--- config.mk ---
export PLATFORM = sky130hd
export DESIGN_NAME = char_stack_with_extract_flat
export DESIGN_NICKNAME = d
export VERILOG_FILES = /design/src/rtl/csx_pkg.sv /design/src/rtl/csx_in_if.sv /design/src/rtl/csx_out_if.sv /design/src/rtl/csx_ctrl.sv /design/src/rtl/csx_dp.sv /design/src/rtl/char_stack_with_extract.sv /design/src/flat_wrapper.sv
export SDC_FILE = /design/constraint.sdc
export NUM_CORES = 1
export LEC_CHECK = 0
export BUFFER_PORTS_ARGS = -buffer_cell sky130_fd_sc_hd__buf_4
export CAP_MARGIN = 20
export CORE_ASPECT_RATIO = 1.5
export CORE_UTILIZATION = 61
export CTS_CLUSTER_DIAMETER = 80
export DETAILED_ROUTE_END_ITERATION = 10
export HOLD_SLACK_MARGIN = 0.08
export PLACE_DENSITY = 0.85
export RECOVER_POWER = 25
export SYNTH_ARGS = -nofsm -noshare
export SYNTH_HDL_FRONTEND = slang
export SYNTH_HIERARCHICAL = 1
export SYNTH_SLANG_ARGS = --single-unit
--- constraint.sdc ---
create_clock -name clk_i -period 4.71 [get_ports clk_i]
set_input_delay 0.2355 -clock clk_i [delete_from_list [all_inputs] [get_ports clk_i]]
set_output_delay 0.2355 -clock clk_i [all_outputs]
set_load 0.05 [all_outputs]
--- src/rtl/csx_pkg.sv ---
// ----------------------------------------------------------------------------
// Character stack package
// Shared types and constants for the stack controller and datapath.
// ----------------------------------------------------------------------------
`default_nettype none

package csx_pkg;

  // Default number of stack entries.
  localparam int unsigned DefaultDepth = 32;

  // Fixed payload widths.
  localparam int unsigned FuncW  = 2;
  localparam int unsigned CharW  = 8;
  localparam int unsigned LevelW = 6;

  // A space is never stored.
  localparam logic [CharW-1:0] SpaceChar = 8'h20;

  // Operation selector.
  typedef enum logic [1:0] {
    FUNC_PUSH    = 2'd0,
    FUNC_POP     = 2'd1,
    FUNC_EXTRACT = 2'd2,
    FUNC_NOP     = 2'd3
  } func_e;

  // Result status codes.
  typedef enum logic [1:0] {
    ST_OK    = 2'd0,
    ST_FULL  = 2'd1,
    ST_EMPTY = 2'd2,
    ST_NONE  = 2'd3
  } status_e;

  // Data source of a single result.
  typedef enum logic {
    SEL_ZERO = 1'b0,
    SEL_POP  = 1'b1
  } out_sel_e;

  // Controller states.
  typedef enum logic [2:0] {
    S_IDLE,
    S_DECODE,
    S_WALK,
    S_RESULT,
    S_EMIT
  } state_e;

  // Commands from the controller to the datapath.
  typedef struct packed {
    logic     in_ready;
    logic     latch;
    logic     push_wr;
    logic     pop_rd;
    logic     walk_init;
    logic     walk_step;
    logic     walk_commit;
    logic     res_set;
    status_e  res_status;
    out_sel_e res_sel;
    logic     out_load;
    logic     out_emit;
    logic     rm_dec;
  } cmd_t;

  // Status from the datapath to the controller.
  typedef struct packed {
    func_e func;
    logic  full;
    logic  empty;
    logic  is_space;
    logic  walk_done;
    logic  none_found;
    logic  rm_one;
    logic  slot_free;
  } sts_t;

endpackage

`default_nettype wire

--- src/rtl/csx_in_if.sv ---
// ----------------------------------------------------------------------------
// Stack request channel
// Valid/ready channel that carries one operation and its character.
// ----------------------------------------------------------------------------
`default_nettype none

interface csx_in_if;
  logic       valid;
  logic       ready;
  logic [1:0] func;
  logic [7:0] ch;

  modport source (output valid, output func, output ch, input ready);
  modport sink   (input valid, input func, input ch, output ready);
endinterface

`default_nettype wire

--- src/rtl/csx_out_if.sv ---
// ----------------------------------------------------------------------------
// Stack result channel
// Valid/ready channel that carries one result of an operation.
// ----------------------------------------------------------------------------
`default_nettype none

interface csx_out_if;
  logic       valid;
  logic       ready;
  logic [1:0] status;
  logic [7:0] data_out;
  logic       last;
  logic [5:0] level;

  modport source (output valid, output status, output data_out, output last,
                  output level, input ready);
  modport sink   (input valid, input status, input data_out, input last,
                  input level, output ready);
endinterface

`default_nettype wire

--- src/rtl/csx_ctrl.sv ---
// ----------------------------------------------------------------------------
// Character stack controller
// State machine that sequences push, pop and the extract walk and emission.
// ----------------------------------------------------------------------------
`default_nettype none

module csx_ctrl (
  input  wire logic          clk_i,
  input  wire logic          rst_ni,
  input  wire logic          in_valid_i,
  input  wire csx_pkg::sts_t sts_i,
  output csx_pkg::cmd_t      cmd_o
);
  import csx_pkg::*;

  state_e state_q, state_d;

  // State register.
  always_ff @(posedge clk_i or negedge rst_ni) begin
    if (!rst_ni) begin
      state_q <= S_IDLE;
    end else begin
      state_q <= state_d;
    end
  end

  // Next state.
  always_comb begin
    state_d = state_q;
    case (state_q)
      S_IDLE: begin
        if (in_valid_i) begin
          state_d = S_DECODE;
        end
      end
      S_DECODE: begin
        if (sts_i.func == FUNC_EXTRACT && !sts_i.empty) begin
          state_d = S_WALK;
        end else begin
          state_d = S_RESULT;
        end
      end
      S_WALK: begin
        if (sts_i.walk_done) begin
          state_d = sts_i.none_found ? S_RESULT : S_EMIT;
        end
      end
      S_RESULT: begin
        if (sts_i.slot_free) begin
          state_d = S_IDLE;
        end
      end
      S_EMIT: begin
        if (sts_i.slot_free && sts_i.rm_one) begin
          state_d = S_IDLE;
        end
      end
      default: begin
        state_d = S_IDLE;
      end
    endcase
  end

  // Commands.
  always_comb begin
    cmd_o            = '0;
    cmd_o.res_status = ST_OK;
    cmd_o.res_sel    = SEL_ZERO;
    case (state_q)
      S_IDLE: begin
        cmd_o.in_ready = 1'b1;
        cmd_o.latch    = in_valid_i;
      end
      S_DECODE: begin
        cmd_o.res_set = 1'b1;
        case (sts_i.func)
          FUNC_PUSH: begin
            if (sts_i.full) begin
              cmd_o.res_status = ST_FULL;
            end else begin
              cmd_o.push_wr = !sts_i.is_space;
            end
          end
          FUNC_POP: begin
            if (sts_i.empty) begin
              cmd_o.res_status = ST_EMPTY;
            end else begin
              cmd_o.pop_rd  = 1'b1;
              cmd_o.res_sel = SEL_POP;
            end
          end
          FUNC_EXTRACT: begin
            if (sts_i.empty) begin
              cmd_o.res_status = ST_EMPTY;
            end else begin
              cmd_o.walk_init = 1'b1;
            end
          end
          default: begin
            cmd_o.res_status = ST_OK;
          end
        endcase
      end
      S_WALK: begin
        if (sts_i.walk_done) begin
          if (sts_i.none_found) begin
            cmd_o.res_set    = 1'b1;
            cmd_o.res_status = ST_NONE;
          end else begin
            cmd_o.walk_commit = 1'b1;
          end
        end else begin
          cmd_o.walk_step = 1'b1;
        end
      end
      S_RESULT: begin
        cmd_o.out_load = sts_i.slot_free;
      end
      S_EMIT: begin
        cmd_o.out_load = sts_i.slot_free;
        cmd_o.out_emit = 1'b1;
        cmd_o.rm_dec   = sts_i.slot_free;
      end
      default: begin
        cmd_o = '0;
      end
    endcase
  end

endmodule

`default_nettype wire

--- src/rtl/csx_dp.sv ---
// ----------------------------------------------------------------------------
// Character stack datapath
// Entry memory, fill count, extract walk counters and the result register.
// ----------------------------------------------------------------------------
`default_nettype none

module csx_dp #(
  parameter int unsigned DEPTH = csx_pkg::DefaultDepth
) (
  input  wire logic                       clk_i,
  input  wire logic                       rst_ni,
  input  wire csx_pkg::cmd_t              cmd_i,
  output csx_pkg::sts_t                   sts_o,
  input  wire logic [csx_pkg::FuncW-1:0]  func_i,
  input  wire logic [csx_pkg::CharW-1:0]  ch_i,
  input  wire logic                       out_ready_i,
  output logic                            out_valid_o,
  output logic [1:0]                      out_status_o,
  output logic [csx_pkg::CharW-1:0]       out_data_o,
  output logic                            out_last_o,
  output logic [csx_pkg::LevelW-1:0]      out_level_o
);
  import csx_pkg::*;

  localparam int unsigned AW   = $clog2(DEPTH);
  localparam int unsigned CntW = $clog2(DEPTH + 1);
  localparam logic [CntW-1:0] One   = CntW'(1);
  localparam logic [CntW-1:0] Full  = CntW'(DEPTH);

  // Entry memory with registered read data.
  logic [CharW-1:0] mem [DEPTH];
  logic [CharW-1:0] rdata_q;
  logic             mem_we, mem_re;
  logic [AW-1:0]    waddr, raddr;
  logic [CharW-1:0] wdata;

  // Latched request.
  logic [FuncW-1:0] func_q;
  logic [CharW-1:0] ch_q;

  // Fill count and walk state.
  logic [CntW-1:0] cnt_q, cnt_d;
  logic [CntW-1:0] rd_q, rd_d;
  logic [CntW-1:0] wr_q, wr_d;
  logic [CntW-1:0] rm_q, rm_d;
  logic            pend_q, pend_d;
  logic [CntW-1:0] cnt_m1;
  logic            issue, match;

  // Pending single result.
  status_e  res_status_q;
  out_sel_e res_sel_q;

  // Result register.
  logic             out_valid_q, out_valid_d;
  logic [1:0]       out_status_q;
  logic [CharW-1:0] out_data_q;
  logic             out_last_q;
  logic [LevelW-1:0] out_level_q;
  logic [CntW+LevelW-1:0] lvl_ext;

  assign cnt_m1 = cnt_q - One;
  assign issue  = rd_q != cnt_q;
  assign match  = rdata_q == ch_q;

  // Memory port selection.
  always_comb begin
    mem_we = 1'b0;
    waddr  = cnt_q[AW-1:0];
    wdata  = ch_q;
    mem_re = 1'b0;
    raddr  = rd_q[AW-1:0];
    if (cmd_i.push_wr) begin
      mem_we = 1'b1;
    end else if (cmd_i.walk_step && pend_q && !match) begin
      mem_we = 1'b1;
      waddr  = wr_q[AW-1:0];
      wdata  = rdata_q;
    end
    if (cmd_i.pop_rd) begin
      mem_re = 1'b1;
      raddr  = cnt_m1[AW-1:0];
    end else if (cmd_i.walk_step && issue) begin
      mem_re = 1'b1;
    end
  end

  // Memory array.
  always_ff @(posedge clk_i) begin
    if (mem_we) begin
      mem[waddr] <= wdata;
    end
    if (mem_re) begin
      rdata_q <= mem[raddr];
    end
  end

  // Count and walk next values.
  always_comb begin
    cnt_d  = cnt_q;
    rd_d   = rd_q;
    wr_d   = wr_q;
    rm_d   = rm_q;
    pend_d = pend_q;
    if (cmd_i.push_wr) begin
      cnt_d = cnt_q + One;
    end
    if (cmd_i.pop_rd) begin
      cnt_d = cnt_m1;
    end
    if (cmd_i.walk_commit) begin
      cnt_d = wr_q;
    end
    if (cmd_i.walk_init) begin
      rd_d   = '0;
      wr_d   = '0;
      rm_d   = '0;
      pend_d = 1'b0;
    end
    if (cmd_i.walk_step) begin
      pend_d = issue;
      if (issue) begin
        rd_d = rd_q + One;
      end
      if (pend_q) begin
        if (match) begin
          rm_d = rm_q + One;
        end else begin
          wr_d = wr_q + One;
        end
      end
    end
    if (cmd_i.rm_dec) begin
      rm_d = rm_q - One;
    end
  end

  // Control registers.
  always_ff @(posedge clk_i or negedge rst_ni) begin
    if (!rst_ni) begin
      cnt_q       <= '0;
      rd_q        <= '0;
      wr_q        <= '0;
      rm_q        <= '0;
      pend_q      <= 1'b0;
      out_valid_q <= 1'b0;
    end else begin
      cnt_q       <= cnt_d;
      rd_q        <= rd_d;
      wr_q        <= wr_d;
      rm_q        <= rm_d;
      pend_q      <= pend_d;
      out_valid_q <= out_valid_d;
    end
  end

  // Request and pending result payload.
  always_ff @(posedge clk_i) begin
    if (cmd_i.latch) begin
      func_q <= func_i;
      ch_q   <= ch_i;
    end
    if (cmd_i.res_set) begin
      res_status_q <= cmd_i.res_status;
      res_sel_q    <= cmd_i.res_sel;
    end
  end

  // The result register frees up when its transfer completes.
  assign out_valid_d = cmd_i.out_load ? 1'b1 : (out_ready_i ? 1'b0 : out_valid_q);

  // Level is the count taken modulo two to the power of the level field width.
  assign lvl_ext = {{LevelW{1'b0}}, cnt_q};

  // Result payload: an extracted character, or the pending single result.
  // The level is captured with the result so that a stalled result keeps it.
  always_ff @(posedge clk_i) begin
    if (cmd_i.out_load) begin
      out_level_q <= lvl_ext[LevelW-1:0];
      if (cmd_i.out_emit) begin
        out_status_q <= ST_OK;
        out_data_q   <= ch_q;
        out_last_q   <= rm_q == One;
      end else begin
        out_status_q <= res_status_q;
        out_data_q   <= (res_sel_q == SEL_POP) ? rdata_q : '0;
        out_last_q   <= 1'b1;
      end
    end
  end

  assign out_valid_o  = out_valid_q;
  assign out_status_o = out_status_q;
  assign out_data_o   = out_data_q;
  assign out_last_o   = out_last_q;
  assign out_level_o  = out_level_q;

  // Status to the controller.
  always_comb begin
    sts_o.func       = func_e'(func_q);
    sts_o.full       = cnt_q == Full;
    sts_o.empty      = cnt_q == '0;
    sts_o.is_space   = ch_q == SpaceChar;
    sts_o.walk_done  = !issue && !pend_q;
    sts_o.none_found = rm_q == '0;
    sts_o.rm_one     = rm_q == One;
    sts_o.slot_free  = !out_valid_q || out_ready_i;
  end

endmodule

`default_nettype wire

--- src/rtl/char_stack_with_extract.sv ---
// ----------------------------------------------------------------------------
// Character stack with extract
// Bounded LIFO of characters with push, pop and extract-all-matching.
// ----------------------------------------------------------------------------
//  Channel  Dir  Payload                          Transfer
//  req_i    in   func[1:0], ch[7:0]               valid && ready
//  rsp_o    out  status, data_out, last, level    valid && ready
//
//  Push, pop, an extract on an empty stack and the unused selector pass
//  through the decode and result states into the output register. Any
//  other extract walks and compacts the entries over the single memory
//  read port, then offers a none-found result or each removed character,
//  one result per cycle while the output is not stalled. Entries are
//  never cleared, so no pass runs after reset. A stalled result holds in
//  the output register with its level; the next request is taken once
//  the last result of the current one has entered that register.
// ----------------------------------------------------------------------------
`default_nettype none

module char_stack_with_extract #(
  parameter int unsigned DEPTH = csx_pkg::DefaultDepth
) (
  input  wire logic clk_i,
  input  wire logic rst_ni,
  csx_in_if.sink    req_i,
  csx_out_if.source rsp_o
);
  import csx_pkg::*;

  cmd_t cmd;
  sts_t sts;

  // Sequencing.
  csx_ctrl u_ctrl (
    .clk_i      (clk_i),
    .rst_ni     (rst_ni),
    .in_valid_i (req_i.valid),
    .sts_i      (sts),
    .cmd_o      (cmd)
  );

  // Storage and result register.
  csx_dp #(
    .DEPTH (DEPTH)
  ) u_dp (
    .clk_i        (clk_i),
    .rst_ni       (rst_ni),
    .cmd_i        (cmd),
    .sts_o        (sts),
    .func_i       (req_i.func),
    .ch_i         (req_i.ch),
    .out_ready_i  (rsp_o.ready),
    .out_valid_o  (rsp_o.valid),
    .out_status_o (rsp_o.status),
    .out_data_o   (rsp_o.data_out),
    .out_last_o   (rsp_o.last),
    .out_level_o  (rsp_o.level)
  );

  assign req_i.ready = cmd.in_ready;

endmodule

`default_nettype wire

--- src/flat_wrapper.sv ---
// flat-port wrapper written by rule: the top's interface ports become plain ports
module char_stack_with_extract_flat import csx_pkg::*;
#(
  parameter int unsigned DEPTH = csx_pkg::DefaultDepth
)
  (clk_i, rst_ni, req_i_valid, req_i_func, req_i_ch, req_i_ready, rsp_o_valid, rsp_o_status, rsp_o_data_out, rsp_o_last, rsp_o_level, rsp_o_ready);
  csx_in_if req_i_i ();
  csx_out_if rsp_o_i ();
  input  wire logic clk_i;
  input  wire logic rst_ni;
  input wire logic [$bits(req_i_i.valid)-1:0] req_i_valid;
  input wire logic [$bits(req_i_i.func)-1:0] req_i_func;
  input wire logic [$bits(req_i_i.ch)-1:0] req_i_ch;
  output wire logic [$bits(req_i_i.ready)-1:0] req_i_ready;
  output wire logic [$bits(rsp_o_i.valid)-1:0] rsp_o_valid;
  output wire logic [$bits(rsp_o_i.status)-1:0] rsp_o_status;
  output wire logic [$bits(rsp_o_i.data_out)-1:0] rsp_o_data_out;
  output wire logic [$bits(rsp_o_i.last)-1:0] rsp_o_last;
  output wire logic [$bits(rsp_o_i.level)-1:0] rsp_o_level;
  input wire logic [$bits(rsp_o_i.ready)-1:0] rsp_o_ready;
  assign req_i_i.valid = req_i_valid;
  assign req_i_i.func = req_i_func;
  assign req_i_i.ch = req_i_ch;
  assign req_i_ready = req_i_i.ready;
  assign rsp_o_valid = rsp_o_i.valid;
  assign rsp_o_status = rsp_o_i.status;
  assign rsp_o_data_out = rsp_o_i.data_out;
  assign rsp_o_last = rsp_o_i.last;
  assign rsp_o_level = rsp_o_i.level;
  assign rsp_o_i.ready = rsp_o_ready;
  char_stack_with_extract #(.DEPTH(DEPTH)) u_core (.clk_i(clk_i), .rst_ni(rst_ni), .req_i(req_i_i), .rsp_o(rsp_o_i));
endmodule
Word-level counts from Yosys, hierarchy flattened
Memory sizes are Yosys's and may differ from the RTL's. A register that Yosys moved wholly into a read port is not among the register bits. Index checks and enable logic that the tools add are counted. Widths: inputs -> output; s select.

Equality and inequality tests: 15. Muxes and demuxes: 57. Add/sub/neg operators: 6. Reductions and logical operators: 23.

Operators by type and width (count): $mux 6 (15); $mux 8 (4); $add 6x1->6 const B (4); $mux 3 (7); $mux 1 (20); $mux 5 (3); $pmux 3 s5 (1); $logic_not 6->1 (2); $sub 6x1->6 const B (2); $eq 8x6->1 const B (1); $eq 8x8->1 (1); $mux 2 (4); $eq 3x2->1 const B (2); $eq 6x1->1 const B (1); $eq 6x6->1 const B (1); $logic_and 1x1->1 (6); $logic_not 1->1 (6); $ne 2x2->1 const B (3); $ne 6x6->1 (1); $pmux 3 s2 (1); $mux 4 (1); $pmux 2 s2 (1); $reduce_and 4->1 (1); $reduce_bool 2->1 (2); 10 further kinds (11).

Input port bits: 14. Logic and storage cells: 117. Flip-flop bits (word level): 59. Memories: 1. Bits in writable memories: 256.

Memories: u_core.u_dp.mem (words 32, width 8, read ports 1, clocked after memory_dff 1, write ports 1, line csx_dp.sv:31) `logic [CharW-1:0] mem [DEPTH];`.

Longest topological paths before layout
Depth after elaboration: 11. Mapped depth: 20. Depth with buffers taken out: 13.

By module
Netlist, hierarchy kept.

By module, submodules not included: csx_dp (seq. area each 9479.1 um^2, area an instance 14092.3 um^2, cells an instance 1125, times used 1); csx_ctrl (seq. area each 75.1 um^2, area an instance 394.1 um^2, cells an instance 51, times used 1).

Least setup slack after synthesis
No wires, ideal clock.

Path kind: reg2reg. Start point: reg u_core.u_dp.cnt_q[0]. End point: reg u_core.u_dp.rdata_q[4], read port of u_core.u_dp.mem (data pin). Stages on the path, launching flop included: 20. Required time: 4.454 ns. Slack: 1.555 ns. Arrival: 2.899 ns. Path through: dfrtp_1 buf_4 clkbuf_1 inv_1 ha_1 nand2_1 nor2_1 nor2_1 and3_1 buf_4 buf_4 nand2b_1 and2_1 buf_6 buf_6 a211oi_1 a31oi_1 a21oi_1 a21oi_1 a22o_1.

RTL lines: start, declared (line csx_dp.sv:42) `logic [CntW-1:0] cnt_q, cnt_d;`; start signal, assigned (line csx_dp.sv:148) `cnt_q <= cnt_d;`; end, declared (line csx_dp.sv:32) `logic [CharW-1:0] rdata_q;`.

==> summary.md <==
The run finished, with violations left. The final reports fail on max-capacitance violations, max-slew violations. In the final design database the tool counted 1,233 nets.

The required time at the worst-slack endpoint was 4970 ps; the die outline width was 128 um. The period utilization is 92.4%. The synthesis warning total was 6; the peak fanout along the critical path was 15.

Grouping stages by cell kind, the critical path spends the most delay in simple AND/OR/NAND/NOR gates. The switching share of power was 38.3%; the number of max-slew violations in the final report was 30. In the synthesized netlist the async set-or-reset flop fraction comes to 8.98%. Setup violations remaining at the end of the flow were counted as 0. The standby leakage power was 5.45 nW; the number of H-tree levels was 1. Counting flops and latches in the post-synthesis netlist gives 323.

Most used flip-flop cell after synthesis: sky130_fd_sc_hd__edfxtp_1. The tools report the final sum of negative setup slack as 0 ps. The synthesized design spends more area on one cell type than any other, namely sky130_fd_sc_hd__edfxtp_1. Input and output buffers added on the ports amount to 32. The number of distinct library cells after synthesis is 65. Summing internal, switching and leakage power gives 0.0102 W. Entering global routing, the biggest net connects 45 pins. The run gives 36,000 um as the final wirelength.

Traced cell by cell, the critical path runs through inv_1 > ha_1 > nand2_1 > nor2_1 > nor2_1 > and3_1 > nand2b_1 > o22ai_1 > buf_4 > a32oi_1 > and3_1 > nor4_1 > buf_4 > a31oi_1. Clock tree synthesis selected as its root buffer the cell sky130_fd_sc_hd__clkbuf_16. After synthesis, the cell types taking the most area are sky130_fd_sc_hd__edfxtp_1 61%, sky130_fd_sc_hd__dfrtp_1 5.0%, sky130_fd_sc_hd__nand2_1 4.7%. The beginning of the worst hold path is req_i_valid. Per report_power, the clock group accounts for 23.8% of the total. The area of the die came out at 24,400 sq um.

Master of the slowest instance on the critical path: sky130_fd_sc_hd__and3_1. The arrival time of the worst setup path came out at 4610 ps. The total number of placement rows is 68.

The floorplan step set the die height to 191 um. The area growth from synthesis to layout is 10.1%. The count of maximum capacitance violations is 1. Worst min-delay path class: primary input to register.

The clock sink count is 323. Final number of hold-violating endpoints: 0. The average instance area after synthesis came out at 12.3 sq um.

By startpoint and endpoint, the worst setup path is classified as register to register. The tools report the number of global-route vias before repair as 9,947. No sink is reached through more buffers than the 3 on the longest clock path. On the worst path, the slowest cell contributes a delay of 550 ps. The clock period could shrink to 4350 ps. Along the worst hold path, the cell count comes to 4. Summed over all layers, the global routing overflow is 0. The run gives 0 as the number of antenna violations at the first check in global routing.

For this run, design rule violations remaining after detail routing come to 0. The residual antenna-violating net count after detailed routing is 0, and the internal cell power is 0.00629 W. The endpoint of the worst hold path was u_core/u_ctrl/state_q[0].

The area share of the leading cell type in the synthesized netlist was 60.9%; the number of enable flip-flop cells after synthesis was 294. On the final layout, the worst clock skew is 15.1 ps. The global-route usage over all layers was 29.9%. The run gives 37.0% as the combinational share of power. Post-detailed-placement half-perimeter wirelength: 23,300 um. The post-synthesis instance area is 14,500 sq um. The worst flop-to-flop path endpoint was u_core/u_dp/rdata_q[3]. The insertion delay of the later-clocked pin in the worst-skew pair is 560 ps. Measured against its own limit, the worst slew margin works out to -4.92%. STA classifies the critical path endpoint as a register.

The largest vdd supply drop is 0.348 mV. The worst register-to-register path has a depth of 14. When the netlist entered floorplanning its net count stood at 1,203. The mean number of vias per cell was 6.58. The tools report the number of resized instances in the post-cts repair step as 0.

The run gives 0 as the number of setup buffers added after CTS. The cell count after synthesis came out at 1,176. For the total net switching power, the log shows 0.00390 W. Number of buffers and inverters on the critical path: 3.

TritonCTS built the clock tree. The clock-pin slew on the worst setup and hold paths came out at 70 ps. 0 antenna diodes ended up in the layout. After synthesis, flip-flops and latches occupy 66.0% of the total area.

The fraction of final layout cells with drive strength greater than 1 is 8.88%, and the number of buffers inserted during clock tree synthesis is 28. The DRC violation total after the first TritonRoute iteration was 1,081; the worst setup slack for register-to-register paths was 360 ps. The highest attainable clock frequency came out at 230 MHz. During I/O placement, the number of pins put on the boundary was 33. The sequential cell fraction of total power is 39.2%, and the cell area power density is 639 nW/um^2. The tools report the launching element type of the critical path as a register. Setup repair after global routing left no endpoint under its margin. The run gives 1,526 as the number of fill cells in the layout. At the pin with the least slew margin, the transition time is 1570 ps. The effective utilization at floorplan is 62.6%, and the first-pass detailed-route iteration total is 6. The worst register-to-register path begins at u_core/u_dp/cnt_q[1].

The core region is 23,100 sq um. The first global-routing pass estimated 54,700 um of wire. The routability congestion estimate from global placement came out at 0.982. The tools report the total via count in the routed design as 10,200. Number of buffers inserted for hold repair after clock tree synthesis: 11. The average detailed-routed wire length per instance is 23.3 um.
[worst register-to-register path, cell delays in order, from the launching register on]
cell and delay (ps):
sky130_fd_sc_hd__dfrtp_1 520, sky130_fd_sc_hd__inv_1 150, sky130_fd_sc_hd__ha_1 220, sky130_fd_sc_hd__nand2_1 60
sky130_fd_sc_hd__nor2_1 60, sky130_fd_sc_hd__nor2_1 120, sky130_fd_sc_hd__and3_1 550, sky130_fd_sc_hd__nand2b_1 420
sky130_fd_sc_hd__o22ai_1 540, sky130_fd_sc_hd__buf_4 280, sky130_fd_sc_hd__a32oi_1 130, sky130_fd_sc_hd__and3_1 210
sky130_fd_sc_hd__nor4_1 530, sky130_fd_sc_hd__buf_4 210, sky130_fd_sc_hd__a31oi_1 40
[power by group through the flow]
stage          clock [W]  sequential (W)  combinational, W
2_1_floorplan          0         0.00410           0.00252
3_3_place_gp           0         0.00403           0.00358
3_5_place_dp           0         0.00404           0.00369
4_1_cts          0.00243         0.00399           0.00373
5_1_grt          0.00254         0.00403           0.00400
6_report         0.00242         0.00400           0.00377
[Yosys cell counts (4+ instances only)]
cell and n:
sky130_fd_sc_hd__and2_1 8, sky130_fd_sc_hd__o31ai_1 4, sky130_fd_sc_hd__buf_4 15, sky130_fd_sc_hd__nand2_1 183, sky130_fd_sc_hd__nor2_1 91, sky130_fd_sc_hd__edfxtp_1 294
sky130_fd_sc_hd__a32oi_1 26, sky130_fd_sc_hd__a211oi_1 8, sky130_fd_sc_hd__clkbuf_1 30, sky130_fd_sc_hd__ha_1 13, sky130_fd_sc_hd__nand3b_1 4, sky130_fd_sc_hd__nor4_1 13
sky130_fd_sc_hd__nor2b_1 43, sky130_fd_sc_hd__nand2b_1 11, sky130_fd_sc_hd__a311oi_1 4, sky130_fd_sc_hd__mux2i_1 26, sky130_fd_sc_hd__nor3_1 10, sky130_fd_sc_hd__mux2_2 8
sky130_fd_sc_hd__o22ai_1 42, sky130_fd_sc_hd__and3_1 22, sky130_fd_sc_hd__xnor2_1 9, sky130_fd_sc_hd__a22oi_1 17, sky130_fd_sc_hd__a21oi_1 22, sky130_fd_sc_hd__xor2_1 16
sky130_fd_sc_hd__nand4_1 7, sky130_fd_sc_hd__inv_1 16, sky130_fd_sc_hd__o21ai_0 56, sky130_fd_sc_hd__nand3_1 35, sky130_fd_sc_hd__o211ai_1 6, sky130_fd_sc_hd__dfrtp_1 29
sky130_fd_sc_hd__buf_2 25, sky130_fd_sc_hd__nor4b_1 4, sky130_fd_sc_hd__buf_6 5, sky130_fd_sc_hd__a21oi_2 7, sky130_fd_sc_hd__a31oi_1 26
[layout by cell type (no fill, tap or decap), types with 5 or more instances in the layout]
cell type                       netlist  final
sky130_fd_sc_hd__nand3_1             35     35
sky130_fd_sc_hd__a22oi_1             17     17
sky130_fd_sc_hd__a21oi_2              7      7
sky130_fd_sc_hd__ha_1                13     13
sky130_fd_sc_hd__and2_1               8      5
sky130_fd_sc_hd__o211ai_1             6      6
sky130_fd_sc_hd__and3_1              22     22
sky130_fd_sc_hd__dfrtp_1             29     29
sky130_fd_sc_hd__nand4_1              7      7
sky130_fd_sc_hd__a21oi_1             22     22
sky130_fd_sc_hd__nor4_1              13     13
sky130_fd_sc_hd__dlygate4sd3_1        0     11
sky130_fd_sc_hd__o21ai_0             56     55
sky130_fd_sc_hd__xor2_1              16     16
sky130_fd_sc_hd__clkinv_2             0      5
sky130_fd_sc_hd__nor2b_1             43     43
sky130_fd_sc_hd__bufinv_16            0      5
sky130_fd_sc_hd__nor3_1              10     10
sky130_fd_sc_hd__a31oi_1             26     26
sky130_fd_sc_hd__a211oi_1             8      8
sky130_fd_sc_hd__nand2_1            183    182
sky130_fd_sc_hd__buf_4               15     30
sky130_fd_sc_hd__o22ai_1             42     42
sky130_fd_sc_hd__clkbuf_16            0     28
sky130_fd_sc_hd__a32oi_1             26     26
sky130_fd_sc_hd__xnor2_1              9      9
sky130_fd_sc_hd__inv_1               16     16
sky130_fd_sc_hd__mux2_2               8      7
sky130_fd_sc_hd__nand2b_1            11     11
sky130_fd_sc_hd__nor2_1              91     91
sky130_fd_sc_hd__edfxtp_1           294    294
sky130_fd_sc_hd__mux2i_1             26     26
sky130_fd_sc_hd__clkbuf_4             0     10
sky130_fd_sc_hd__clkbuf_1            30     30
[cell type report]
type,instances,area [sq um],share of cell area (%)
well taps,315,394,2.47
clock buffers,34,733,4.60
multi-input cells,761,4460,28.0
inverters,16,60.1,0.376
flip-flops and latches,323,9550,59.9
repair buffers,76,504,3.16
clock inverters,18,248,1.55
[flip-flops by register name, summed over array words and instances (netlist names), 2 cells and up]
signal / cells
u_core/u_dp/mem: 256
u_core/u_dp/ch_q: 8
u_core/u_dp/out_data_o: 8
u_core/u_dp/rdata_q: 8
u_core/u_dp/cnt_q: 6
u_core/u_dp/out_level_o: 6
u_core/u_dp/rd_q: 6
u_core/u_dp/rm_q: 6
u_core/u_dp/wr_q: 6
u_core/u_ctrl/state_q: 3
u_core/u_dp/func_q: 2
u_core/u_dp/out_status_o: 2
u_core/u_dp/res_status_q: 2
[cell families (layout without fill, tap and decap cells)]
logic type | after synthesis | count (layout) | synth area share (%)
xor gates and xnor gates | 25 | 25 | 1.51
and+or+nand+nor | 452 | 452 | 14.9
adders and majority gates | 13 | 13 | 1.12
muxes | 34 | 34 | 2.42
buffers and inverters | 92 | 144 | 3.25
AOI/OAI and AO/OA | 237 | 237 | 10.8
DFF | 323 | 323 | 66.0
[metal layers]
layer / wire (um) / vias up / global-route usage [%]
met5: 0 / - / 0
met4: 2600 / 0 / 20.8
met3: 3100 / 173 / 3.84
met2: 18300 / 699 / 52.2
met1: 12000 / 4846 / 33.9
li1: - / 4439 / -
[worst max-delay path by stage]
stage	end	cells after the start	slack, ps	start
2_1_floorplan	u_core/u_dp/rdata_q[4]	19	1550	u_core/u_dp/cnt_q[0]
3_3_place_gp	u_core/u_dp/rdata_q[1]	13	640	u_core/u_dp/cnt_q[2]
3_5_place_dp	u_core/u_dp/rdata_q[1]	13	580	u_core/u_dp/cnt_q[2]
4_1_cts	u_core/u_dp/rdata_q[3]	15	540	u_core/u_dp/cnt_q[1]
5_1_grt	u_core/u_dp/mem[13][3]	8	220	u_core/u_dp/rd_q[2]
6_report	u_core/u_dp/rdata_q[3]	14	360	u_core/u_dp/cnt_q[1]
[per-stage QoR]
stage	utilization (%)	setup WS, ps	hold WS (ps)	instances	instance area [sq um]
floorplan	-	1550	-60.1	1176	14500
CTS	69.3	538	87.6	1542	16000
finish	68.9	360	83.1	1543	16000
detailed placement	64.6	583	185	1479	15000
global route	68.9	223	116	1543	16000
global placement	64.6	636	182	1478	14900
No activity file was read; power rests on OpenSTA's default activity.
